## src/hw/rtl/alu_with_status_flags_unit_assert.svh

```systemverilog
// Assertion macros for the status-flag ALU.
// Used by alu_with_status_flags_unit; no other dependencies.
`ifndef ALU_WITH_STATUS_FLAGS_UNIT_ASSERT_SVH
`define ALU_WITH_STATUS_FLAGS_UNIT_ASSERT_SVH

`ifndef SYNTHESIS
// Implication checked on every edge outside reset.
`define ALU_ASSERT(lbl, clk, rst_n, prop) \
    lbl: assert property (@(posedge clk) disable iff (!rst_n) (prop)) \
        else $error("ALU assertion failed");
// Same, but also checked while reset is asserted.
`define ALU_ASSERT_ALWAYS(lbl, clk, prop) \
    lbl: assert property (@(posedge clk) (prop)) \
        else $error("ALU assertion failed");
`else
`define ALU_ASSERT(lbl, clk, rst_n, prop)
`define ALU_ASSERT_ALWAYS(lbl, clk, prop)
`endif

`endif

```

## src/hw/rtl/alu_flg_pkg.sv

```systemverilog
// Types and constants for the 16-bit status-flag ALU.
// No dependencies.
package alu_flg_pkg;

    localparam int unsigned WORD_W = 16;

    localparam logic [WORD_W-1:0] SIGN_MASK = 16'h8000;
    localparam logic [WORD_W-1:0] HIGH_BYTE = 16'hFF00;

    typedef enum logic [3:0] {
        OP_RRC  = 4'd0,
        OP_SWPB = 4'd1,
        OP_RRA  = 4'd2,
        OP_SXT  = 4'd3,
        OP_MOV  = 4'd4,
        OP_ADD  = 4'd5,
        OP_ADDC = 4'd6,
        OP_SUBC = 4'd7,
        OP_SUB  = 4'd8,
        OP_CMP  = 4'd9,
        OP_BIT  = 4'd10,
        OP_BIC  = 4'd11,
        OP_BIS  = 4'd12,
        OP_XOR  = 4'd13,
        OP_AND  = 4'd14
    } t_alu_op;

    typedef struct packed {
        logic [3:0]        op;
        logic [WORD_W-1:0] src_value;
        logic [WORD_W-1:0] dst_value;
    } t_alu_in;

    typedef struct packed {
        logic [WORD_W-1:0] result;
        logic              write_back;
        logic              carry_out;
        logic              zero_out;
        logic              negative_out;
        logic              overflow_out;
    } t_alu_out;

    typedef struct packed {
        logic v;
        logic n;
        logic z;
        logic c;
    } t_flags;

endpackage

```

## src/hw/rtl/alu_with_status_flags_unit.sv

```systemverilog
// 16-bit word ALU with carry, zero, negative and overflow flags.
// Depends on alu_flg_pkg and alu_with_status_flags_unit_assert.svh.
//
// Usage:
//   Input channel (i_in_valid / o_in_ready / i_in_word) carries one word:
//   op code, source and destination operands. Output channel (o_out_valid /
//   i_out_ready / o_out_word) returns one word per input: result,
//   write-back enable and the four flags after the operation.
//   A word passes an input register, one pass of ALU logic, then the
//   result register before o_out_valid shows it to the receiver.
//   Throughput is one word per cycle while the receiver does not stall;
//   the flag register closes a loop so ADDC, SUBC and RRC always see the
//   carry of the previous word.
//   When the receiver stalls the result register holds and the input
//   register stays full; o_in_ready drops only once both are occupied, so
//   up to two words can be in flight.
//   Synchronous active-low reset empties both registers and clears flags.
//   Op code 15 returns result 0, no write-back and the flags unchanged.
module alu_with_status_flags_unit (
    input  logic                  i_clk,
    input  logic                  i_rst_n,
    input  logic                  i_in_valid,
    output logic                  o_in_ready,
    input  alu_flg_pkg::t_alu_in  i_in_word,
    output logic                  o_out_valid,
    input  logic                  i_out_ready,
    output alu_flg_pkg::t_alu_out o_out_word
);
    import alu_flg_pkg::*;

`include "alu_with_status_flags_unit_assert.svh"

    logic     r_s1_valid;
    t_alu_in  r_s1;
    logic     r_out_valid;
    t_alu_out r_out;
    t_flags   r_flags;

    logic     s1_advance;
    t_flags   n_flags;
    t_alu_out n_out;

    logic              is_sub;
    logic [WORD_W-1:0] add_b;
    logic              add_cin;
    logic [WORD_W:0]   sum;
    t_flags            add_flags;

    logic [WORD_W-1:0] src;
    logic [WORD_W-1:0] dst;

    assign src = r_s1.src_value;
    assign dst = r_s1.dst_value;

    assign s1_advance  = r_s1_valid && (!r_out_valid || i_out_ready);
    assign o_in_ready  = !r_s1_valid || s1_advance;
    assign o_out_valid = r_out_valid;
    assign o_out_word  = r_out;

    // Shared adder: subtract forms use the inverted source.
    always_comb begin
        is_sub  = r_s1.op inside {OP_SUBC, OP_SUB, OP_CMP};
        add_b   = is_sub ? ~src : src;
        add_cin = 1'b0;
        if (r_s1.op inside {OP_ADDC, OP_SUBC}) begin
            add_cin = r_flags.c;
        end else if (r_s1.op inside {OP_SUB, OP_CMP}) begin
            add_cin = 1'b1;
        end
        sum = {1'b0, dst} + {1'b0, add_b} + {{WORD_W{1'b0}}, add_cin};
        add_flags.c = sum[WORD_W];
        add_flags.z = (sum[WORD_W-1:0] == '0);
        add_flags.n = sum[WORD_W-1];
        add_flags.v = ~(dst[WORD_W-1] ^ add_b[WORD_W-1])
                    & (dst[WORD_W-1] ^ sum[WORD_W-1]);
    end

    always_comb begin
        n_out.result     = '0;
        n_out.write_back = 1'b1;
        n_flags          = r_flags;
        case (r_s1.op)
            OP_RRC: begin
                n_out.result = {r_flags.c, dst[WORD_W-1:1]};
                n_flags.c    = dst[0];
                n_flags.v    = 1'b0;
            end
            OP_SWPB: n_out.result = {dst[7:0], dst[WORD_W-1:8]};
            OP_RRA: begin
                n_out.result = (dst & SIGN_MASK) | {1'b0, dst[WORD_W-1:1]};
                n_flags.c    = dst[0];
                n_flags.v    = 1'b0;
            end
            OP_SXT: begin
                n_out.result = dst[7] ? (HIGH_BYTE | {8'h00, dst[7:0]})
                                      : {8'h00, dst[7:0]};
                n_flags.v    = 1'b0;
            end
            OP_MOV: n_out.result = src;
            OP_ADD, OP_ADDC, OP_SUBC, OP_SUB: begin
                n_out.result = sum[WORD_W-1:0];
                n_flags      = add_flags;
            end
            OP_CMP: begin
                n_out.result     = sum[WORD_W-1:0];
                n_out.write_back = 1'b0;
                n_flags          = add_flags;
            end
            OP_BIT: begin
                n_out.result     = dst & src;
                n_out.write_back = 1'b0;
                n_flags.v        = 1'b0;
            end
            OP_BIC: n_out.result = dst & ~src;
            OP_BIS: n_out.result = dst | src;
            OP_XOR: begin
                n_out.result = dst ^ src;
                n_flags.v    = dst[WORD_W-1] & src[WORD_W-1];
            end
            OP_AND: begin
                n_out.result = dst & src;
                n_flags.v    = 1'b0;
            end
            default: n_out.write_back = 1'b0;
        endcase

        // N and Z follow the result for every flag-setting non-adder op.
        if (r_s1.op inside {OP_RRC, OP_RRA, OP_SXT, OP_BIT, OP_XOR, OP_AND}) begin
            n_flags.z = (n_out.result == '0);
            n_flags.n = n_out.result[WORD_W-1];
        end
        // Logic-style ops: carry is the inverse of zero.
        if (r_s1.op inside {OP_SXT, OP_BIT, OP_XOR, OP_AND}) begin
            n_flags.c = ~n_flags.z;
        end

        n_out.carry_out    = n_flags.c;
        n_out.zero_out     = n_flags.z;
        n_out.negative_out = n_flags.n;
        n_out.overflow_out = n_flags.v;
    end

    always_ff @(posedge i_clk) begin
        if (!i_rst_n) begin
            r_s1_valid  <= 1'b0;
            r_out_valid <= 1'b0;
            r_flags     <= '0;
        end else begin
            if (o_in_ready) begin
                r_s1_valid <= i_in_valid;
            end
            if (s1_advance) begin
                r_out_valid <= 1'b1;
                r_flags     <= n_flags;
            end else if (i_out_ready) begin
                r_out_valid <= 1'b0;
            end
        end
    end

    always_ff @(posedge i_clk) begin
        if (o_in_ready && i_in_valid) begin
            r_s1 <= i_in_word;
        end
        if (s1_advance) begin
            r_out <= n_out;
        end
    end

    // Flags only move when a word enters the result register.
    `ALU_ASSERT(a_flags_hold, i_clk, i_rst_n, !s1_advance |=> $stable(r_flags))
    // The word on the output always carries the current flag state.
    `ALU_ASSERT(a_out_flags_match, i_clk, i_rst_n, r_out_valid |-> (r_flags == {r_out.overflow_out, r_out.negative_out, r_out.zero_out, r_out.carry_out}))
    // Compare and bit test never write back.
    `ALU_ASSERT(a_no_wb_cmp_bit, i_clk, i_rst_n, (s1_advance && (r_s1.op == OP_CMP || r_s1.op == OP_BIT)) |=> !r_out.write_back)
    // An empty input register can always take a word.
    `ALU_ASSERT_ALWAYS(a_empty_ready, i_clk, !r_s1_valid |-> o_in_ready)

endmodule
```

## config.mk

```make
export PLATFORM = sky130hd
export DESIGN_NAME = alu_with_status_flags_unit
export DESIGN_NICKNAME = d
export VERILOG_FILES = /design/src/hw/rtl/alu_flg_pkg.sv /design/src/hw/rtl/alu_with_status_flags_unit.sv
export VERILOG_INCLUDE_DIRS = /design/src /design/src/hw/rtl
export SDC_FILE = /design/constraint.sdc
export NUM_CORES = 1
export LEC_CHECK = 0
export CELL_PAD_IN_SITES_DETAIL_PLACEMENT = 1
export CELL_PAD_IN_SITES_GLOBAL_PLACEMENT = 1
export CORE_ASPECT_RATIO = 1.1
export CORE_MARGIN = 3
export CORE_UTILIZATION = 50
export DETAILED_ROUTE_END_ITERATION = 6
export DONT_BUFFER_PORTS = 1
export HOLD_SLACK_MARGIN = 0.12
export PLACE_DENSITY_LB_ADDON = 0.12
export SLEW_MARGIN = 20
export SYNTH_ARGS = -nofsm -noshare
export SYNTH_HDL_FRONTEND = slang
export SYNTH_SLANG_ARGS = --single-unit
export TNS_END_PERCENT = 100
```

## constraint.sdc

```tcl
create_clock -name i_clk -period 5.7 [get_ports i_clk]
set_input_delay 1.14 -clock i_clk [delete_from_list [all_inputs] [get_ports i_clk]]
set_output_delay 1.14 -clock i_clk [all_outputs]
set_load 0.01 [all_outputs]
```

======== After elaboration in Yosys (flattened, before gate mapping) ========
Index checks and enable logic that the tools add are counted.
word-level totals
  memories kept ........................... 0
  RAM bits ................................ 0
  bits in latches ......................... 0
  word-level logic and storage cells ...... 76
  bits in read-only memories .............. 0
  output and inout bits ................... 23
  bits in registers ....................... 63
  input bits .............................. 40
operators by class
  div/mod/pow operators ................... 0
  order comparisons ....................... 0
  shifts and indexed selects .............. 0
  equal/unequal tests ..................... 14
  reduce and logical (&&, ||, !) cells .... 20
  $mul .................................... 0
  multiplexer cells ....................... 13
  $add $sub $neg .......................... 2
  bitwise operators ....................... 12
operator list
  operator            number
  $pmux 16 s10        1
  $and 16x16->16      2
  $logic_not 16->1    2
  $mux 16             2
  $eq 4x4->1 const B  7
  $add 16x16->17      1
  $add 17x1->17       1
  $eq 4x3->1 const B  4
  $not 16->16         1
  $or 16x15->16       1
  $or 16x16->16       1
  $xor 16x16->16      1
  $reduce_or 13->1    1
  $reduce_or 5->1     2
  $eq 4x2->1 const B  2
  $mux 1              6
  $reduce_bool 2->1   3
  $reduce_bool 6->1   1
  $eq 4x1->1 const B  1
  $logic_not 4->1     1
  $mux 2              2
  $reduce_bool 4->1   1
  $reduce_or 2->1     2
  $pmux 1 s3          1
  8 further kinds     14

======== Depth between registers and ports, before layout ========
Gate-level depths: netlist of run 1.
  depth in word-level cells ............... 10
  gate-level depth with buffers ........... 17

======== Worst setup path after synthesis of run 1 ========
Ideal clock, no wire load.
  path kind ............................... register -> register
  start ................................... reg r_s1[33] (netlist name)
  end ..................................... reg r_out, in the netlist o_out_word[3] (data pin)
  arrival time ............................ 3828 ps
  stages on the path, launching flop included .. 16
  slack ................................... 1607 ps
  clock period less this slack ............ 4093 ps
  cell sequence ........................... edfxtp_1 buf_2 or3b_1 o21ai_1 xnor2_1 fa_1 fa_1 a21o_2 a221o_1 a41o_1 o211ai_1 nand3_1 nor4_1 a22oi_1 nand2_1 a21oi_2
RTL lines
  what                    RTL line                           text
  start, declared         alu_with_status_flags_unit.sv:34   t_alu_in r_s1;
  start signal, assigned  alu_with_status_flags_unit.sv:163  r_s1 <= i_in_word;
  end signal, assigned    alu_with_status_flags_unit.sv:166  r_out <= n_out;
  end, declared           alu_with_status_flags_unit.sv:36   t_alu_out r_out;

==> impl_results.rst, run 1 <==
.. list-table::
   :header-rows: 1

   * - Metric
     - Value
   * - Status
     - finished with violations
   * - Violations in the final reports
     - design-rule violations
   * - Final clock period utilization by the worst path
     - 0.784
   * - Type of element capturing the critical path
     - register
   * - Largest family of logic cells by synthesized area
     - compound AO/OA/AOI/OAI gates
   * - Die Outline Area
     - 0.0111 mm^2
   * - Timing-limited maximum frequency
     - 0.224 GHz
   * - Worst supply voltage drop on vdd
     - 191 uV
   * - Number of filler instances in the final layout
     - 1,075
   * - Hold violation count in the final report
     - 0
   * - Final max-slew violation count
     - 0
   * - Mean number of vias per cell
     - 6.94
   * - Drt pass-1 iters
     - 7
   * - Setup Viol. Count Final
     - 0
   * - Remaining routing DRC violations
     - 1
   * - CP Class
     - reg -> reg
   * - Post-placement cell area
     - 0.00498 mm^2
   * - Crit Reg-Reg Startpoint
     - r_s1[33]$_DFFE_PP_
   * - Post-Route Skew
     - 13.1 ps
   * - CTS Sinks
     - 63
   * - Primary FF master, synth
     - sky130_fd_sc_hd__edfxtp_1
   * - H-tree lvl count
     - 3
   * - Post-CTS setup buffer count
     - 0
   * - Final core area utilization
     - 0.544
   * - P&R area growth vs syn
     - 4.62%
   * - Fraction of registers with async set or reset after synthesis
     - 0
   * - Global-route wire length before repair
     - 25,200 um
   * - Setup crit start
     - r_s1[33]$_DFFE_PP_
   * - Clock root buffer
     - sky130_fd_sc_hd__clkbuf_8
   * - Number of max-cap violations
     - 0
   * - Total number of vias
     - 4,373
   * - DRT Wirelength
     - 16,600 um
   * - Post-synthesis share of cell area spent on full adders, half adders and majority gates
     - 0.0893
   * - Total half-perimeter wirelength after legalization and detailed placement
     - 12,400 um
   * - RSZ-0062 raised after global routing
     - false
   * - Clock buffer count from CTS
     - 9
   * - Number of DRC markers after the initial detailed-route iteration
     - 351
   * - Bufs on Longest Clock Path
     - 2
   * - Number of instances in the placed design
     - 614
   * - Hold_sp
     - r_flags[2]$_SDFFE_PN0P_
   * - Post-Synth XOR/XNOR Area
     - 0.0479
   * - Number of nets with antenna violations after routing
     - 0
   * - Clock latency reported for the late side of the worst-skew pair
     - 380 ps
   * - Vias in the first global route
     - 4,415
   * - Antenna violations before repair
     - 0
   * - Overall die height
     - 110 um
   * - Final critical delay including setup and external delays
     - 4470 ps
   * - Worst max-slew margin expressed relative to the limit
     - 0.411
   * - Count of instances resized after the clock tree is built
     - 0
   * - Post-Syn Instances
     - 518
   * - Average cell area after synthesis
     - 9.52 um^2
   * - TritonCTS clock tree
     - yes
   * - Synthesized net count
     - 592
   * - Number of warning messages in the yosys log
     - 0
   * - Setup TNS
     - 0 ps
   * - Largest net degree at the start of global routing
     - 51
   * - Number of unique standard cell types used by synthesis
     - 79
   * - Arrival time at the worst endpoint
     - 4580 ps
   * - Horizontal die dimension
     - 101 um
   * - Std cell rows
     - 37
   * - GRT Overall Usage
     - 0.305
   * - Multiplexer share of the synthesized area
     - 0.0228
   * - Most used cells in the layout excluding fill and tap cells
     - sky130_fd_sc_hd__edfxtp_1 (57), sky130_fd_sc_hd__inv_1 (45), sky130_fd_sc_hd__nand2_1 (42), sky130_fd_sc_hd__ha_1 (32), sky130_fd_sc_hd__o21ai_0 (27)
   * - Initial core utilization
     - 0.520
   * - Category of the worst setup path launch point
     - register
   * - Clock transition at the registers of the reported paths
     - 80 ps
   * - GRT Residual Overflow
     - 0
   * - Fraction of layout cells with a size suffix above 1
     - 0.0877
   * - Static Leakage
     - 2.07 nW
   * - # IOs
     - 63
   * - Post-layout net count
     - 582
   * - Number of inserted diodes
     - 0
   * - Routability congestion estimate from global placement
     - 0.941
   * - Number of buffers inserted for hold repair after clock tree synthesis
     - 0
   * - Fin cells
     - 630
   * - Post-route cell area
     - 0.00516 mm^2
   * - Most common library cell in the layout ignoring fill and taps
     - sky130_fd_sc_hd__edfxtp_1
   * - Routed length per instance
     - 26.3 um
   * - Complex-gate fraction of the synthesized area
     - 0.226
   * - Register bit total from synthesis
     - 63
   * - Worst slew pin tran
     - 881 ps
   * - Sequential cell area fraction in the yosys report
     - 0.371
   * - Placeable core region
     - 0.00949 mm^2
   * - Crit-path max FO
     - 4
   * - Netlist Area Pre-Place
     - 0.00493 mm^2
   * - Power density normalized to cell area
     - 266 mW/mm^2
   * - Synthesized-area fraction occupied by and/or/nand/nor cells
     - 0.176
   * - Min-delay worst type
     - reg -> reg
   * - Count of input and output buffers
     - 0
   * - Endpoint required time on the critical path
     - 5810 ps
   * - Number of flops mapped to enable cells by yosys
     - 57
   * - Pwr Total
     - 1.37 mW
worst paths after layout:
| kind | cells past startpoint | slack [ps] | to |
|---|---|---|---|
| setup reg to reg | 14 | 1230 | o_out_word[3]$_DFFE_PP_ |
| setup / recovery | 14 | 1230 | o_out_word[3]$_DFFE_PP_ |
| hold / removal | 2 | 540 | r_flags[2]$_SDFFE_PN0P_ |
| hold reg to reg | 2 | 540 | r_flags[2]$_SDFFE_PN0P_ |
cell type report:
| type | instances | area [um^2] | area share |
|---|---|---|---|
| Clock buffer | 10 | 138 | 0.0267 |
| Clock inverter | 6 | 43.8 | 0.00849 |
| Inverter | 45 | 169 | 0.0327 |
| Multi-Input combinational cell | 381 | 2770 | 0.537 |
| Sequential cell | 63 | 1830 | 0.355 |
| Tap cell | 117 | 146 | 0.0284 |
| Timing Repair Buffer | 8 | 60.1 | 0.0116 |
flip-flops by register name, indices dropped and copies added (netlist names):
register	count
r_s1_valid	1
dst	16
o_out_word	21
o_out_valid	1
src	16
r_s1	4
r_flags	4
where the power goes:
part	total (mW)	switching (mW)	internal, mW
clock	0.374	0.202	0.172
sequential	0.578	0.0333	0.545
combinational	0.420	0.270	0.151
total	1.37	0.505	0.867
per-stage QoR:
step / setup WS [ps] / hold slack (ps)
after floorplan: 1610 / 475
final: 1230 / 541
after detailed placement: 1360 / 534
after global routing: 1050 / 585
after CTS: 1330 / 549
after global placement: 1450 / 497
Yosys cell counts, drive strengths merged, types with 7 or more instances:
library cell   n  share of area
buf           23          0.029
o21ai         30          0.030
and2           7         0.0089
inv           45          0.034
mux2i          9          0.018
a21oi         29          0.034
ha            32          0.081
xnor2         25          0.044
o211ai         7          0.011
nand2         42          0.032
a21o           7          0.011
nor2          24          0.019
nand3         10          0.010
edfxtp        57           0.35
a22oi         11          0.017
nor2b         14          0.018
and3           7         0.0089
kinds of logic after synthesis:
logic type      after synthesis
buf+inv                      74
mux                          11
xor+xnor                     27
fa+ha+maj                    34
flops                        63
simple gates                156
compound gates              153
worst max-delay path: stages, from the launching register on:
cell and delay (ps):
sky130_fd_sc_hd__edfxtp_1 410, sky130_fd_sc_hd__or3b_1 460, sky130_fd_sc_hd__o21ai_2 110, sky130_fd_sc_hd__xnor2_1 100, sky130_fd_sc_hd__fa_1 480, sky130_fd_sc_hd__fa_1 460
sky130_fd_sc_hd__a21o_2 240, sky130_fd_sc_hd__a21oi_1 180, sky130_fd_sc_hd__xnor2_1 160, sky130_fd_sc_hd__a2111oi_1 860, sky130_fd_sc_hd__nand4_1 230, sky130_fd_sc_hd__nor3_1 190
sky130_fd_sc_hd__nand3b_1 150, sky130_fd_sc_hd__nand2_1 120, sky130_fd_sc_hd__a21oi_2 60
routing by layer:
layer | global-route usage | routed length (um)
met1 | 0.389 | 6730
met2 | 0.492 | 7940
met3 | 0.0673 | 1180
met4 | 0.142 | 709
met5 | 0 | 0
No activity file was read; power rests on OpenSTA's default activity.
==> inputs of run 2 (changes only) <==
==> constraint.sdc (replaced) <==
create_clock -name i_clk -period 4.35 [get_ports i_clk]
set_input_delay 0.87 -clock i_clk [delete_from_list [all_inputs] [get_ports i_clk]]
set_output_delay 0.87 -clock i_clk [all_outputs]
set_load 0.01 [all_outputs]
==> run 2 against run 1 <==
- the run now ends clean
- die area is the same
- critical path type unchanged
- fmax grew 4.9%
- clock-buffer cell count grew 1
- non-clock buffer count grew 8
- design area grew 1.6%
- clock skew is essentially flat
- highest routed layer unchanged
- total power grew 34%
==> impl_results.rst, run 2 (synthesized netlist as in run 1, its figures left out) <==
.. list-table::
   :header-rows: 1

   * - Metric
     - Value
   * - RR Endpoint
     - o_out_word[0]$_DFFE_PP_
   * - Internal power contribution
     - 1.17 mW
   * - Remaining routing DRC violations
     - 0
   * - Worst Hold Path Cells
     - 2
   * - Worst path slowest cell
     - sky130_fd_sc_hd__a2111oi_0
   * - Final max-slew violation count
     - 0
   * - Number of cells on the worst reg-to-reg path
     - 12
   * - Static Leakage
     - 2.11 nW
   * - Fraction of layout cells with a size suffix above 1
     - 0.107
   * - Timing-limited maximum frequency
     - 0.235 GHz
   * - Largest net degree at the start of global routing
     - 51
   * - GRT Overall Usage
     - 0.308
   * - Number of filler instances in the final layout
     - 1,056
   * - Worst supply voltage drop on vdd
     - 166 uV
   * - TritonCTS clock tree
     - yes
   * - Pwr Total
     - 1.84 mW
   * - Power density normalized to cell area
     - 350 mW/mm^2
   * - Clock transition at the registers of the reported paths
     - 80 ps
   * - Placeable core region
     - 0.00949 mm^2
   * - Initial core utilization
     - 0.520
   * - Final setup margin
     - 90.4 ps
   * - Drt pass-1 iters
     - 5
   * - Overall die height
     - 110 um
   * - P&R area growth vs syn
     - 6.34%
   * - Setup Viol. Count Final
     - 0
   * - RSZ-0062 raised after global routing
     - false
   * - CTS Sinks
     - 63
   * - # IOs
     - 63
   * - Final clock period utilization by the worst path
     - 0.979
   * - Endpoint required time on the critical path
     - 4470 ps
   * - Clock latency reported for the late side of the worst-skew pair
     - 370 ps
   * - Vias in the first global route
     - 4,343
   * - Routability congestion estimate from global placement
     - 1.00
   * - Crit Reg-Reg Startpoint
     - r_s1[33]$_DFFE_PP_
   * - Number of flip-flops in the largest register
     - 21
   * - CP most frequent cell
     - sky130_fd_sc_hd__a21oi_1
   * - Worst slew pin tran
     - 893 ps
   * - Total number of vias
     - 4,295
   * - Clock buffer count from CTS
     - 9
   * - Fraction of power spent switching nets
     - 0.364
   * - Number of inserted diodes
     - 0
   * - Routed length per instance
     - 26.3 um
   * - Min-delay worst type
     - reg -> reg
   * - Most used cells in the layout excluding fill and tap cells
     - sky130_fd_sc_hd__edfxtp_1 (57), sky130_fd_sc_hd__inv_1 (45), sky130_fd_sc_hd__nand2_1 (42), sky130_fd_sc_hd__ha_1 (32), sky130_fd_sc_hd__o21ai_0 (27)
   * - Combinational Power Share
     - 0.310
   * - Share of power burned in the clock network
     - 0.278
   * - Die Outline Area
     - 0.0111 mm^2
   * - Horizontal die dimension
     - 101 um
   * - Mean number of vias per cell
     - 6.73
   * - Global-route wire length before repair
     - 25,200 um
   * - Bufs on Longest Clock Path
     - 2
   * - Count of input and output buffers
     - 0
   * - Worst max-slew margin expressed relative to the limit
     - 0.389
   * - Fraction of power consumed by sequential logic
     - 0.413
   * - H-tree lvl count
     - 3
   * - Hold violation count in the final report
     - 0
   * - CP Class
     - reg -> reg
   * - Crit-path max FO
     - 15
   * - Total half-perimeter wirelength after legalization and detailed placement
     - 12,600 um
   * - CP max stage delay
     - 840 ps
   * - Post-layout net count
     - 590
   * - R2r setup slk
     - 90 ps
   * - Worst-case hold slack
     - 518 ps
   * - Status
     - finished clean
   * - Setup TNS
     - 0 ps
   * - Number of DRC markers after the initial detailed-route iteration
     - 333
   * - Count of instances resized after the clock tree is built
     - 0
   * - Final critical delay including setup and external delays
     - 4260 ps
   * - Antenna violations before repair
     - 0
   * - Std cell rows
     - 37
   * - Number of nets with antenna violations after routing
     - 0
   * - Hold_sp
     - r_flags[2]$_SDFFE_PN0P_
   * - Post-CTS setup buffer count
     - 0
   * - Category of the worst setup path launch point
     - register
   * - Post-route cell area
     - 0.00525 mm^2
   * - Most common library cell in the layout ignoring fill and taps
     - sky130_fd_sc_hd__edfxtp_1
   * - Worst path cell trace
     - or3b_1 -> o21ai_2 -> buf_4 -> xnor2_1 -> ha_1 -> a21oi_1 -> o21ai_0 -> a2111oi_0 -> a21oi_1 -> xnor2_1 -> a221oi_1 -> a21oi_1
   * - Switching power total
     - 0.668 mW
   * - Number of max-cap violations
     - 0
   * - Type of element capturing the critical path
     - register
   * - Post-Place Setup Slack
     - 163 ps
   * - GRT Residual Overflow
     - 0
   * - DRT Wirelength
     - 16,800 um
   * - Arrival time at the worst endpoint
     - 4380 ps
   * - Post-placement cell area
     - 0.00504 mm^2
   * - Post-Route Skew
     - 13.5 ps
   * - Clock root buffer
     - sky130_fd_sc_hd__clkbuf_8
   * - Number of buffers inserted for hold repair after clock tree synthesis
     - 0
   * - Min-Delay Endpoint
     - r_flags[2]$_SDFFE_PN0P_
==> run 2: cell types whose count changed in the layout (fill, tap and decap cells not counted) <==
cell                         delta
sky130_fd_sc_hd__fa_1           -1
sky130_fd_sc_hd__a221oi_2       +1
sky130_fd_sc_hd__nor4_1         -1
sky130_fd_sc_hd__nor4_2         +1
sky130_fd_sc_hd__clkinv_2       -1
sky130_fd_sc_hd__buf_4          +8
sky130_fd_sc_hd__fa_2           +1
sky130_fd_sc_hd__clkbuf_8       +1
sky130_fd_sc_hd__a221oi_1       -1
sky130_fd_sc_hd__clkinv_4       +1
sky130_fd_sc_hd__clkinvlp_4     -1
==> run 2: metrics by stage <==
| step | std cells | util |
|---|---|---|
| 2_1_floorplan | 518 | - |
| 3_3_place_gp | 622 | 0.531 |
| 3_5_place_dp | 622 | 0.531 |
| 4_1_cts | 638 | 0.551 |
| 5_1_grt | 638 | 0.553 |
| 6_report | 638 | 0.553 |
==> run 2: area by class of cell <==
| type | count | area (um^2) | area share |
|---|---|---|---|
| Inverter | 45 | 169 | 0.0322 |
| Clock buffer | 11 | 151 | 0.0289 |
| Clock inverter | 5 | 40.0 | 0.00763 |
| Multi-Input combinational cell | 381 | 2790 | 0.531 |
| Timing Repair Buffer | 16 | 120 | 0.0229 |
| Sequential cell | 63 | 1830 | 0.349 |
| Tap cell | 117 | 146 | 0.0279 |
==> run 2: critical path, delay by kind of cell (launching register included) <==
family	cells	cell delay, ps
AOI/OAI and AO/OA	7	2140
and+or+nand+nor	1	460
DFF	1	400
xor gates and xnor gates	2	390
buffers and inverters	1	320
adders and majority gates	1	280
==> run 2: layer usage <==
metal  GRT usage  vias up  wire (um)
met5           0        -          0
met4       0.145        0        596
met3      0.0441       41       1040
met2       0.514      207       8230
met1       0.392     2112       6910
li1            -     1935          -
==> run 2: worst max path at each step <==
stage                     depth (start not counted)                      end  slack, ps          startpoint
after CTS                                        14  o_out_word[3]$_DFFE_PP_        140  r_s1[33]$_DFFE_PP_
final                                            12  o_out_word[0]$_DFFE_PP_         90  r_s1[33]$_DFFE_PP_
after global routing                             12  o_out_word[0]$_DFFE_PP_          1  r_s1[33]$_DFFE_PP_
after detailed placement                         14  o_out_word[3]$_DFFE_PP_        160  r_s1[34]$_DFFE_PP_
after floorplan                                  15  o_out_word[3]$_DFFE_PP_        260  r_s1[33]$_DFFE_PP_
after global placement                           14  o_out_word[3]$_DFFE_PP_        240  r_s1[34]$_DFFE_PP_
==> run 2: power by group through the flow <==
stage | Clock [mW] | Combinational, mW | Sequential (mW)
after floorplan | 0 | 0.395 | 0.754
after global placement | 0 | 0.531 | 0.768
after detailed placement | 0 | 0.547 | 0.771
after CTS | 0.515 | 0.553 | 0.758
after global routing | 0.537 | 0.610 | 0.762
final | 0.509 | 0.568 | 0.758
